===== config.mk =====
export PLATFORM = sky130hd
export DESIGN_NAME = sensor_calibration_button_controller_top
export DESIGN_NICKNAME = d
export VERILOG_FILES = /design/src/rtl/scbc_pkg.sv /design/src/rtl/sensor_calibration_button_controller_top.sv
export SDC_FILE = /design/constraint.sdc
export NUM_CORES = 1
export LEC_CHECK = 0
export BUFFER_PORTS_ARGS = -buffer_cell sky130_fd_sc_hd__buf_2
export CAP_MARGIN = 0
export CORE_MARGIN = 2
export CORE_UTILIZATION = 46
export DETAILED_ROUTE_END_ITERATION = 10
export GPL_ROUTABILITY_DRIVEN = 0
export HOLD_SLACK_MARGIN = 0.05
export SLEW_MARGIN = 20
export SYNTH_ARGS = -nofsm -noshare
export SYNTH_HDL_FRONTEND = slang
export SYNTH_SLANG_ARGS = --single-unit

===== constraint.sdc =====
create_clock -name i_clk -period 9.5 [get_ports i_clk]
set_input_delay 1.9 -clock i_clk [delete_from_list [all_inputs] [get_ports i_clk]]
set_output_delay 1.9 -clock i_clk [all_outputs]
set_load 0.01 [all_outputs]

===== src/rtl/scbc_pkg.sv =====
// ----------------------------------------------------------------------------
// scbc_pkg
// Codes, register indexes, reset values and arithmetic constants of the
// sensor calibration button controller.
// ----------------------------------------------------------------------------
package scbc_pkg;

    // Item opcodes
    localparam logic [1:0] OP_TICK    = 2'd0;
    localparam logic [1:0] OP_PRESS   = 2'd1;
    localparam logic [1:0] OP_RELEASE = 2'd2;

    // Calibration events
    localparam logic [2:0] EV_NONE     = 3'd0;
    localparam logic [2:0] EV_LED_TEST = 3'd1;
    localparam logic [2:0] EV_PH4_OK   = 3'd2;
    localparam logic [2:0] EV_PH7_OK   = 3'd3;
    localparam logic [2:0] EV_PH_FAIL  = 3'd4;
    localparam logic [2:0] EV_EC_OK    = 3'd5;
    localparam logic [2:0] EV_EC_FAIL  = 3'd6;

    // Configuration register indexes
    localparam int unsigned CFG_IDX_W = 3;
    localparam int unsigned CFG_DATA_W = 16;
    localparam logic [CFG_IDX_W-1:0] CFG_SHORT_PRESS = 3'd0;
    localparam logic [CFG_IDX_W-1:0] CFG_LONG_PRESS  = 3'd1;
    localparam logic [CFG_IDX_W-1:0] CFG_LED_TIMEOUT = 3'd2;
    localparam logic [CFG_IDX_W-1:0] CFG_ACID_LOW    = 3'd3;
    localparam logic [CFG_IDX_W-1:0] CFG_ACID_HIGH   = 3'd4;
    localparam logic [CFG_IDX_W-1:0] CFG_NEUT_LOW    = 3'd5;
    localparam logic [CFG_IDX_W-1:0] CFG_NEUT_HIGH   = 3'd6;

    // Configuration reset values
    localparam logic [15:0] RST_SHORT_PRESS = 16'd3000;
    localparam logic [15:0] RST_LONG_PRESS  = 16'd10000;
    localparam logic [11:0] RST_LED_TIMEOUT = 12'd3000;
    localparam logic [11:0] RST_ACID_LOW    = 12'd1150;
    localparam logic [11:0] RST_ACID_HIGH   = 12'd1250;
    localparam logic [11:0] RST_NEUT_LOW    = 12'd975;
    localparam logic [11:0] RST_NEUT_HIGH   = 12'd1075;

    // Indicator timers and the LEDs each one owns (bit0 pH4 .. bit3 fail)
    localparam int unsigned NTIMERS = 5;
    localparam int unsigned T_TEST = 0;
    localparam int unsigned T_PH4  = 1;
    localparam int unsigned T_PH7  = 2;
    localparam int unsigned T_EC   = 3;
    localparam int unsigned T_FAIL = 4;
    localparam logic [3:0] TIMER_LED [NTIMERS] = '{4'hF, 4'h1, 4'h2, 4'h4, 4'h8};

    // pH fallback values
    localparam logic [11:0] ACID_DEFAULT_MV = 12'd1200;
    localparam logic [11:0] NEUT_DEFAULT_MV = 12'd1024;

    // Conductivity arithmetic: K = 1413*128*S / (1375*mv)
    localparam int unsigned SER_W = 19;                  // bits of S
    localparam int unsigned NUM_W = 37;                  // numerator
    localparam int unsigned DEN_W = 27;                  // denominator
    localparam int unsigned Q_W   = 18;                  // quotient, top bit overflow
    localparam int unsigned DVS_W = DEN_W + Q_W - 1;     // aligned divisor
    localparam int unsigned CNT_W = 5;
    localparam logic [NUM_W-1:0] NUM_COEF = NUM_W'(1413 * 128);
    localparam logic [DEN_W-1:0] DEN_COEF = DEN_W'(1375);
    localparam logic [Q_W-1:0]   K_MIN_FLOOR = Q_W'(1228);   // 0.3 * 4096 rounded down
    localparam logic [Q_W-1:0]   K_MAX = Q_W'(40960);        // 10.0 * 4096
    localparam logic [15:0]      K_DEFAULT = 16'd4096;       // 1.0
    localparam logic [11:0]      EC_READ_MIN = 12'd300;
    localparam logic [11:0]      EC_READ_MAX = 12'd1900;

    // Controller states
    typedef enum logic [3:0] {
        ST_IDLE = 4'b0001,
        ST_MUL  = 4'b0010,
        ST_DIV  = 4'b0100,
        ST_FIN  = 4'b1000
    } t_state;

endpackage


===== src/rtl/sensor_calibration_button_controller_top.sv =====
// ----------------------------------------------------------------------------
// sensor_calibration_button_controller_top
// Button hold timing, indicator timers and pH / conductivity calibration.
// ----------------------------------------------------------------------------
// Each input word is a millisecond tick, a button press or a button release,
// carrying the current sensor readings; every word yields exactly one result
// word holding the indicator drives, the calibration event, the stored
// calibration values, a store strobe and a timer-running flag. Ticks, presses,
// short-hold releases (LED test) and middle-hold releases (pH calibration) are
// finished in the cycle they are accepted, so such words can be taken every
// cycle while the result side keeps up. A long-hold release (conductivity
// calibration) runs a bit-serial multiplication, one bit of the 19-bit
// compensated reading per cycle, forming numerator and denominator together,
// then a restoring divider producing one quotient bit per cycle, and a final
// state that range-checks and commits once the result side is free. No word
// is accepted until the block is idle again. The configuration port is
// always ready; write it only while the block is idle.
// ----------------------------------------------------------------------------
module sensor_calibration_button_controller_top (
    input  logic                              i_clk,
    input  logic                              i_rst_n,
    // configuration write channel
    input  logic                              i_cfg_valid,
    output logic                              o_cfg_ready,
    input  logic [scbc_pkg::CFG_IDX_W-1:0]    i_cfg_index,
    input  logic [scbc_pkg::CFG_DATA_W-1:0]   i_cfg_data,
    // input channel
    input  logic                              i_valid,
    output logic                              o_stall,
    input  logic [1:0]                        i_opcode,
    input  logic [11:0]                       i_ph_adc,
    input  logic [11:0]                       i_ec_reading,
    input  logic signed [11:0]                i_water_temp,
    input  logic                              i_temp_error,
    input  logic [15:0]                       i_ec_millivolts,
    // result channel
    output logic                              o_valid,
    input  logic                              i_stall,
    output logic                              o_led_ph4,
    output logic                              o_led_ph7,
    output logic                              o_led_ec,
    output logic                              o_led_fail,
    output logic [2:0]                        o_calib_event,
    output logic [11:0]                       o_acid_cal_mv,
    output logic [11:0]                       o_neutral_cal_mv,
    output logic [15:0]                       o_cell_constant,
    output logic                              o_store_request,
    output logic                              o_any_active
);
    import scbc_pkg::*;

    // ------------------------------------------------------------------
    // Registers
    // ------------------------------------------------------------------
    t_state              r_state, n_state;
    logic                r_out_valid, n_out_valid;
    logic [2:0]          r_event, n_event;
    logic                r_store, n_store;

    logic [15:0]         r_cfg_short, n_cfg_short;
    logic [15:0]         r_cfg_long, n_cfg_long;
    logic [11:0]         r_cfg_timeout, n_cfg_timeout;
    logic [11:0]         r_cfg_acid_lo, n_cfg_acid_lo;
    logic [11:0]         r_cfg_acid_hi, n_cfg_acid_hi;
    logic [11:0]         r_cfg_neut_lo, n_cfg_neut_lo;
    logic [11:0]         r_cfg_neut_hi, n_cfg_neut_hi;

    logic [15:0]         r_hold, n_hold;
    logic                r_press, n_press;
    logic [3:0]          r_led, n_led;
    logic [NTIMERS-1:0]  r_tact, n_tact;
    logic [11:0]         r_tleft [NTIMERS];
    logic [11:0]         n_tleft [NTIMERS];
    logic [11:0]         r_acid, n_acid;
    logic [11:0]         r_neut, n_neut;
    logic [15:0]         r_kconst, n_kconst;

    // serial datapath (payload, no reset)
    logic [SER_W-1:0]    r_sreg, n_sreg;
    logic [SER_W-1:0]    r_mreg, n_mreg;
    logic [NUM_W-1:0]    r_num, n_num;
    logic [DEN_W-1:0]    r_den, n_den;
    logic [DVS_W-1:0]    r_dvs, n_dvs;
    logic [Q_W-1:0]      r_q, n_q;
    logic [CNT_W-1:0]    r_cnt, n_cnt;
    logic                r_bad, n_bad;

    // ------------------------------------------------------------------
    // Handshakes
    // ------------------------------------------------------------------
    logic w_out_free;
    logic w_accept;
    logic w_cfg_we;

    assign w_out_free = !r_out_valid || !i_stall;
    assign o_stall    = (r_state != ST_IDLE) || !w_out_free;
    assign w_accept   = i_valid && !o_stall;
    assign o_cfg_ready = 1'b1;
    assign w_cfg_we   = i_cfg_valid;

    // ------------------------------------------------------------------
    // Per-word arithmetic
    // ------------------------------------------------------------------
    logic [11:0]          w_tload;
    logic [23:0]          w_mv_full;
    logic [11:0]          w_mv;
    logic                 w_in_acid;
    logic                 w_in_neut;
    logic signed [12:0]   w_temp;
    logic signed [12:0]   w_tdiff;
    logic signed [20:0]   w_s;
    logic                 w_ec_bad;

    // a zero timeout still expires on the next tick
    assign w_tload = (r_cfg_timeout == 12'd0) ? 12'd1 : r_cfg_timeout;

    // ADC code to millivolts, 3300 mV full scale over 4096 codes
    assign w_mv_full = {12'd0, i_ph_adc} * 24'd3300;
    assign w_mv      = w_mv_full[23:12];
    assign w_in_acid = (w_mv >= r_cfg_acid_lo) && (w_mv <= r_cfg_acid_hi);
    assign w_in_neut = (w_mv >= r_cfg_neut_lo) && (w_mv <= r_cfg_neut_hi);

    // temperature compensation term, 25 C substitutes a failed sensor
    assign w_temp  = i_temp_error ? 13'sd400 : {i_water_temp[11], i_water_temp};
    assign w_tdiff = w_temp - 13'sd400;
    assign w_s     = 21'sd160000 + 21'sd185 * 21'(w_tdiff);
    assign w_ec_bad = (i_ec_reading < EC_READ_MIN) || (i_ec_reading > EC_READ_MAX)
                   || (i_ec_millivolts == 16'd0) || (w_s <= 21'sd0);

    // ------------------------------------------------------------------
    // Quotient range check
    // ------------------------------------------------------------------
    logic [29:0] w_rem5;
    logic [29:0] w_den4;
    logic        w_lo_ok;
    logic        w_hi_ok;
    logic        w_ec_pass;

    // the remainder is below the divisor, so it fits the divisor's width
    assign w_rem5 = (30'(r_num[DEN_W-1:0]) << 2) + 30'(r_num[DEN_W-1:0]);
    assign w_den4 = 30'(r_den) << 2;
    // K >= 0.3*4096: above the floor, or on it with a fraction of at least 0.8
    assign w_lo_ok = (r_q > K_MIN_FLOOR) || ((r_q == K_MIN_FLOOR) && (w_rem5 >= w_den4));
    assign w_hi_ok = (r_q < K_MAX) || ((r_q == K_MAX) && (r_num == '0));
    assign w_ec_pass = !r_bad && w_lo_ok && w_hi_ok;

    // ------------------------------------------------------------------
    // Next state
    // ------------------------------------------------------------------
    logic w_out_load;
    logic w_div_ge;

    assign w_div_ge = {{(DVS_W-NUM_W){1'b0}}, r_num} >= r_dvs;

    always_comb begin
        n_state     = r_state;
        n_event     = r_event;
        n_store     = r_store;
        n_hold      = r_hold;
        n_press     = r_press;
        n_led       = r_led;
        n_tact      = r_tact;
        n_tleft     = r_tleft;
        n_acid      = r_acid;
        n_neut      = r_neut;
        n_kconst    = r_kconst;
        n_sreg      = r_sreg;
        n_mreg      = r_mreg;
        n_num       = r_num;
        n_den       = r_den;
        n_dvs       = r_dvs;
        n_q         = r_q;
        n_cnt       = r_cnt;
        n_bad       = r_bad;
        w_out_load  = 1'b0;

        unique case (r_state)
            ST_IDLE: begin
                if (w_accept) begin
                    n_event = EV_NONE;
                    n_store = 1'b0;
                    w_out_load = 1'b1;
                    unique case (i_opcode)
                        OP_TICK: begin
                            if (r_press && (r_hold != 16'hFFFF)) begin
                                n_hold = r_hold + 16'd1;
                            end
                            // count down running timers, drop their LEDs on expiry
                            for (int t = 0; t < NTIMERS; t++) begin
                                if (r_tact[t]) begin
                                    if (r_tleft[t] <= 12'd1) begin
                                        n_tleft[t] = 12'd0;
                                        n_tact[t]  = 1'b0;
                                        n_led      = n_led & ~TIMER_LED[t];
                                    end else begin
                                        n_tleft[t] = r_tleft[t] - 12'd1;
                                    end
                                end
                            end
                        end
                        OP_PRESS: begin
                            n_hold  = 16'd0;
                            n_press = 1'b1;
                        end
                        OP_RELEASE: begin
                            if (r_press) begin
                                n_press = 1'b0;
                                if (r_hold < r_cfg_short) begin
                                    n_tact[T_TEST]  = 1'b1;
                                    n_tleft[T_TEST] = w_tload;
                                    n_led   = n_led | TIMER_LED[T_TEST];
                                    n_event = EV_LED_TEST;
                                end else if (r_hold < r_cfg_long) begin
                                    n_store = 1'b1;
                                    if (w_in_acid) begin
                                        n_acid = w_mv;
                                        n_tact[T_PH4]  = 1'b1;
                                        n_tleft[T_PH4] = w_tload;
                                        n_led   = n_led | TIMER_LED[T_PH4];
                                        n_event = EV_PH4_OK;
                                    end else if (w_in_neut) begin
                                        n_neut = w_mv;
                                        n_tact[T_PH7]  = 1'b1;
                                        n_tleft[T_PH7] = w_tload;
                                        n_led   = n_led | TIMER_LED[T_PH7];
                                        n_event = EV_PH7_OK;
                                    end else begin
                                        n_acid = ACID_DEFAULT_MV;
                                        n_neut = NEUT_DEFAULT_MV;
                                        n_tact[T_FAIL]  = 1'b1;
                                        n_tleft[T_FAIL] = w_tload;
                                        n_led   = n_led | TIMER_LED[T_FAIL];
                                        n_event = EV_PH_FAIL;
                                    end
                                end else begin
                                    // hand over to the serial conductivity datapath
                                    w_out_load = 1'b0;
                                    n_sreg  = w_s[SER_W-1:0];
                                    n_mreg  = {{(SER_W-16){1'b0}}, i_ec_millivolts};
                                    n_num   = '0;
                                    n_den   = '0;
                                    n_q     = '0;
                                    n_cnt   = '0;
                                    n_bad   = w_ec_bad;
                                    n_state = ST_MUL;
                                end
                            end
                        end
                        default: begin
                            // unused opcode: report the state unchanged
                        end
                    endcase
                end
            end
            ST_MUL: begin
                // MSB first: shift the partial product, add the coefficient per set bit
                n_num  = {r_num[NUM_W-2:0], 1'b0} + (r_sreg[SER_W-1] ? NUM_COEF : '0);
                n_den  = {r_den[DEN_W-2:0], 1'b0} + (r_mreg[SER_W-1] ? DEN_COEF : '0);
                n_sreg = {r_sreg[SER_W-2:0], 1'b0};
                n_mreg = {r_mreg[SER_W-2:0], 1'b0};
                if (r_cnt == CNT_W'(SER_W - 1)) begin
                    n_dvs   = {n_den, {(Q_W-1){1'b0}}};
                    n_cnt   = '0;
                    n_state = ST_DIV;
                end else begin
                    n_cnt = r_cnt + CNT_W'(1);
                end
            end
            ST_DIV: begin
                // restoring step: one quotient bit, remainder kept in r_num
                if (w_div_ge) begin
                    n_num = r_num - r_dvs[NUM_W-1:0];
                end
                n_q   = {r_q[Q_W-2:0], w_div_ge};
                n_dvs = r_dvs >> 1;
                if (r_cnt == CNT_W'(Q_W - 1)) begin
                    n_state = ST_FIN;
                end else begin
                    n_cnt = r_cnt + CNT_W'(1);
                end
            end
            ST_FIN: begin
                if (w_out_free) begin
                    w_out_load = 1'b1;
                    n_store = 1'b1;
                    if (w_ec_pass) begin
                        n_kconst = r_q[15:0];
                        n_tact[T_EC]  = 1'b1;
                        n_tleft[T_EC] = w_tload;
                        n_led   = r_led | TIMER_LED[T_EC];
                        n_event = EV_EC_OK;
                    end else begin
                        n_kconst = K_DEFAULT;
                        n_tact[T_FAIL]  = 1'b1;
                        n_tleft[T_FAIL] = w_tload;
                        n_led   = r_led | TIMER_LED[T_FAIL];
                        n_event = EV_EC_FAIL;
                    end
                    n_state = ST_IDLE;
                end
            end
            default: begin
                n_state = ST_IDLE;
            end
        endcase

        // result word: load on completion, drop once taken
        if (w_out_load) begin
            n_out_valid = 1'b1;
        end else if (r_out_valid && !i_stall) begin
            n_out_valid = 1'b0;
        end else begin
            n_out_valid = r_out_valid;
        end
    end

    // configuration writes, masked to register width; indexes past the list drop
    always_comb begin
        n_cfg_short   = r_cfg_short;
        n_cfg_long    = r_cfg_long;
        n_cfg_timeout = r_cfg_timeout;
        n_cfg_acid_lo = r_cfg_acid_lo;
        n_cfg_acid_hi = r_cfg_acid_hi;
        n_cfg_neut_lo = r_cfg_neut_lo;
        n_cfg_neut_hi = r_cfg_neut_hi;
        if (w_cfg_we) begin
            unique case (i_cfg_index)
                CFG_SHORT_PRESS: n_cfg_short   = i_cfg_data;
                CFG_LONG_PRESS:  n_cfg_long    = i_cfg_data;
                CFG_LED_TIMEOUT: n_cfg_timeout = i_cfg_data[11:0];
                CFG_ACID_LOW:    n_cfg_acid_lo = i_cfg_data[11:0];
                CFG_ACID_HIGH:   n_cfg_acid_hi = i_cfg_data[11:0];
                CFG_NEUT_LOW:    n_cfg_neut_lo = i_cfg_data[11:0];
                CFG_NEUT_HIGH:   n_cfg_neut_hi = i_cfg_data[11:0];
                default: begin
                end
            endcase
        end
    end

    // ------------------------------------------------------------------
    // Flip-flops
    // ------------------------------------------------------------------
    always_ff @(posedge i_clk) begin
        if (!i_rst_n) begin
            r_state       <= ST_IDLE;
            r_out_valid   <= 1'b0;
            r_cfg_short   <= RST_SHORT_PRESS;
            r_cfg_long    <= RST_LONG_PRESS;
            r_cfg_timeout <= RST_LED_TIMEOUT;
            r_cfg_acid_lo <= RST_ACID_LOW;
            r_cfg_acid_hi <= RST_ACID_HIGH;
            r_cfg_neut_lo <= RST_NEUT_LOW;
            r_cfg_neut_hi <= RST_NEUT_HIGH;
            r_hold        <= 16'd0;
            r_press       <= 1'b0;
            r_led         <= 4'd0;
            r_tact        <= '0;
            for (int t = 0; t < NTIMERS; t++) begin
                r_tleft[t] <= 12'd0;
            end
            r_acid        <= 12'd0;
            r_neut        <= 12'd0;
            r_kconst      <= 16'd0;
        end else begin
            r_state       <= n_state;
            r_out_valid   <= n_out_valid;
            r_cfg_short   <= n_cfg_short;
            r_cfg_long    <= n_cfg_long;
            r_cfg_timeout <= n_cfg_timeout;
            r_cfg_acid_lo <= n_cfg_acid_lo;
            r_cfg_acid_hi <= n_cfg_acid_hi;
            r_cfg_neut_lo <= n_cfg_neut_lo;
            r_cfg_neut_hi <= n_cfg_neut_hi;
            r_hold        <= n_hold;
            r_press       <= n_press;
            r_led         <= n_led;
            r_tact        <= n_tact;
            r_tleft       <= n_tleft;
            r_acid        <= n_acid;
            r_neut        <= n_neut;
            r_kconst      <= n_kconst;
        end
    end

    always_ff @(posedge i_clk) begin
        r_event <= n_event;
        r_store <= n_store;
        r_sreg  <= n_sreg;
        r_mreg  <= n_mreg;
        r_num   <= n_num;
        r_den   <= n_den;
        r_dvs   <= n_dvs;
        r_q     <= n_q;
        r_cnt   <= n_cnt;
        r_bad   <= n_bad;
    end

    // ------------------------------------------------------------------
    // Outputs: state only moves when the next word is taken, which needs
    // the present result gone, so the state registers drive the result
    // ------------------------------------------------------------------
    assign o_valid          = r_out_valid;
    assign o_led_ph4        = r_led[0];
    assign o_led_ph7        = r_led[1];
    assign o_led_ec         = r_led[2];
    assign o_led_fail       = r_led[3];
    assign o_calib_event    = r_event;
    assign o_acid_cal_mv    = r_acid;
    assign o_neutral_cal_mv = r_neut;
    assign o_cell_constant  = r_kconst;
    assign o_store_request  = r_store;
    assign o_any_active     = |r_tact;

endmodule


==> run_results.csv <==
group,metric,value,unit
floorplanning,ios,131,
routing,drt-total-wl,78.0,mm
routing,post_drt_wl_per_cell,18.3,µm
placement,dp_hpwl,58.1,mm
placement,dpl-instance-area,30100,µm²
floorplanning,die_h,254,µm
routing,first_pass_iters,6,
cells_and_area,multi_input_area,17500,µm²
critical_path,crit_fanout,23,
run_status,status,"finished clean",
global_routing,grt.overflow.total,0,
synth,synth_nets,3770,
sta,setup_tns,0,ns
synth,ys_seq_elements,397,
clock_tree,clkLatencyLatePin,0.60,ns
routing,vias,24400,
placement,io_buffers,129,
sta,setup_viol,0,
pwr,ir_drop,0.182,mV
clock_tree,clk_pin_slew_worst_paths,0.06,ns
floorplanning,core,61700,µm²
cells_and_area,final_nets,3863,
cells_and_area,fillers,5900,
sta,finalCritPeriodShare,94.4,%
routing,vias_per_cell,5.72,
routing,final_antenna_net_count,0,
sta,maxSlewViolCount,0,
synth,synth.distinct_cells,97,
sta,finalCriticalPeriod,8.97,ns
pwr,finalPower,6.59,mW
critical_path,cp.required,9.94,ns
clock_tree,post_cts_resized,0,
critical_path,critPathLaunchType,"primary input",
synth,synth-main-ff-cell,"dfxtp_1",
synth,synthArstFlopShare,0,%
min_path,hold_path.class,"reg2reg",
routing,drtIter0Drc,1770,
clock_tree,cts_buffers,48,
pwr,p_leak,13.7,nW
global_routing,grt_pass1_wl,126,mm
critical_path,r2r_cells,20,
global_routing,grt_pass1_vias,23900,
global_routing,antenna_found_initial,0,
sta,tightestPinTransition,1.15,ns
floorplanning,initial_utilization,46.4,%
cells_and_area,areaGrowthSynthToFinish,10.9,%
run,maxCapViolCount,0,
clock_tree,cts_buffer_depth,3,
sta,hold_violations,0,
synth,yosysSeqAreaShare,33.8,%
sta,slew-limit-headroom,23.2,%
sta,fmax,112,MHz
sta,rsz0062_at_grt,"false",
min_path,hold_path_depth,2,
synth,synth_area,28700,µm²
global_routing,grt_usage,24.1,%
clock_tree,hold_buffers,0,
clock_tree,post-cts-setup-buffer-count,0,
critical_path,path_class,"in2reg",
synth,avgSynthCellArea,8.69,µm²
floorplanning,rows,91,
clock_tree,h-tree-depth,2,
cells_and_area,final_area,31800,µm²
floorplanning,die_area,64300,µm²
pwr,p_per_area,207,nW/µm²
cells_and_area,final_core_util,51.5,%
global_routing,grt_max_degree,80,
floorplanning,fp.dieW,254,µm
clock_tree,clock_sinks,397,
cells_and_area,seq_area,9690,µm²
clock_tree,cts_tree,"yes",
sta,hold_slack,0.447,ns
synth,syn_inst,3297,
cells_and_area,drive_gt1_share,8.64,%
critical_path,arrival,9.41,ns
critical_path,end_kind,"flop",
clock_tree,cts-root-buf,"clkbuf_16",
routing,route.detailed.drc,0,
sta,clock_skew,0.0334,ns
synth,synth_warnings,0,
synth,synth_edf_count,174,
[cells in the final DEF (no fill, tap or decap), types with 10 or more instances in the layout]
| cell type | count |
|---|---|
| dfxtp_1 | 223 |
| and2_1 | 33 |
| a21oi_1 | 256 |
| a211oi_1 | 29 |
| edfxtp_1 | 174 |
| o31ai_1 | 39 |
| nor2_1 | 244 |
| clkbuf_16 | 48 |
| buf_4 | 25 |
| nand3_1 | 98 |
| buf_2 | 129 |
| a31oi_1 | 25 |
| o41ai_1 | 11 |
| o22ai_1 | 36 |
| nor4_1 | 29 |
| xor2_1 | 68 |
| nand2_1 | 450 |
| xnor2_1 | 88 |
| nand2b_1 | 44 |
| or2_2 | 11 |
| nand4_1 | 31 |
| clkinv_2 | 10 |
| and3_1 | 23 |
| o311ai_0 | 11 |
| o21ai_0 | 141 |
| ha_1 | 324 |
| o21a_1 | 22 |
| mux2i_1 | 13 |
| o211ai_1 | 53 |
| fa_1 | 70 |
| inv_1 | 290 |
| nor2b_1 | 28 |
| nor3_1 | 81 |
| a21o_1 | 53 |
| or3_1 | 18 |
| o21bai_1 | 18 |
[power by group]
part / internal [mW] / switching (mW)
Sequential: 1.83 / 0.0156
Combinational: 1.14 / 1.67
Clock: 1.18 / 0.760
[worst max-delay path: stages]
cell and delay [ns]:
buf_2 0.12, ha_1 0.34, xor2_1 0.18, ha_1 0.31
fa_1 0.52, fa_1 0.54, inv_1 0.05, fa_1 0.49
inv_1 0.04, ha_1 0.32, nand3_1 0.08, a2111oi_1 0.53
nor3_1 0.18, o21ai_0 0.35, a21o_1 0.22, a21oi_1 0.09
xnor2_1 0.24, ha_1 0.29, a21o_1 0.18, a21o_1 0.18
a2111oi_2 0.38, o31ai_1 0.19, a221oi_4 0.37, o2111a_1 0.43
a31oi_2 0.44, o21ai_0 0.33, a21oi_1 0.09
[stage by stage]
stage / setup slack, ns / instances
finish: 0.534 / 4265
global route: 0.0344 / 4264
CTS: 0.529 / 4264
detailed placement: -0.0991 / 4177
global placement: 0.251 / 4177
floorplan: 0.842 / 3297
[synth_stat cells (6+ instances only)]
cell / count / area share (%)
a211oi_1: 29 / 0.76
a21o_1: 53 / 1.4
a21oi_1: 257 / 4.5
a22oi_1: 8 / 0.21
a31o_2: 8 / 0.24
a31oi_1: 25 / 0.55
and2_1: 33 / 0.72
and3_1: 23 / 0.50
buf_2: 10 / 0.17
clkbuf_1: 90 / 1.2
dfxtp_1: 223 / 16
edfxtp_1: 174 / 18
fa_1: 70 / 4.9
ha_1: 324 / 14
inv_1: 291 / 3.8
mux2i_1: 13 / 0.45
nand2_1: 451 / 5.9
nand2b_1: 44 / 0.96
nand3_1: 98 / 1.7
nand3b_1: 7 / 0.18
nand4_1: 31 / 0.68
nor2_1: 245 / 3.2
nor2b_1: 28 / 0.61
nor3_1: 82 / 1.4
nor4_1: 29 / 0.63
nor4b_1: 7 / 0.21
o211ai_1: 53 / 1.4
o21a_1: 22 / 0.58
o21ai_0: 141 / 2.5
o21bai_1: 18 / 0.47
o22ai_1: 36 / 0.79
o311ai_0: 11 / 0.34
o311ai_1: 6 / 0.18
o31a_1: 7 / 0.21
o31ai_1: 39 / 1.0
o41ai_1: 11 / 0.34
or2_2: 11 / 0.24
or3_1: 18 / 0.39
xnor2_1: 88 / 2.7
xor2_1: 68 / 2.1
[final timing paths]
path / start / to / slack (ns)
max: i_ph_adc[1] / r_tleft[27] / 0.53
min: o_cell_constant[13] / o_cell_constant[13] / 0.45
max reg2reg: r_num[2] / r_tleft[14] / 3.52
min reg2reg: o_cell_constant[13] / o_cell_constant[13] / 0.45
[cells by family (layout without fill, tap and decap cells)]
| logic type | Yosys count | in the layout | synth area share [%] |
|---|---|---|---|
| buf+inv | 402 | 532 | 5.50 |
| flops | 397 | 397 | 33.8 |
| simple gates | 1138 | 1138 | 18.4 |
| xor+xnor | 156 | 156 | 4.77 |
| compound gates | 796 | 796 | 18.0 |
| other cells | 1 | 2 | 0.0131 |
| fa+ha+maj | 394 | 394 | 19.0 |
| mux | 13 | 13 | 0.454 |
[registers in the layout (all words and copies together) (netlist names), 12 cells and up]
register,cells
r_dvs,44
r_sreg,19
o_acid_cal_mv,12
r_hold,16
r_cfg_short,16
r_tleft,60
r_cfg_timeout,12
r_cfg_acid_lo,12
o_neutral_cal_mv,12
r_cfg_acid_hi,12
r_cfg_long,16
r_den,27
r_q,18
r_num,37
r_mreg,19
r_cfg_neut_lo,12
r_cfg_neut_hi,12
o_cell_constant,16
[routing by layer]
layer	share of wire [%]	up-vias	track usage [%]
met5	0	-	0
met4	2.5	0	6.54
met3	5.4	126	2.89
met2	46	642	39.8
met1	46	11700	33.4
li1	-	11900	-
[area by class of cell]
type                    count  area share (%)
multi-input cells        2498            54.9
clock inverters            29            1.10
flip-flops and latches    397            30.5
inverters                 291            3.44
repair buffers            154            2.62
clock buffers              58            4.15
diodes                      1         0.00787
well taps                 837            3.29
No activity file was read; power rests on OpenSTA's default activity.
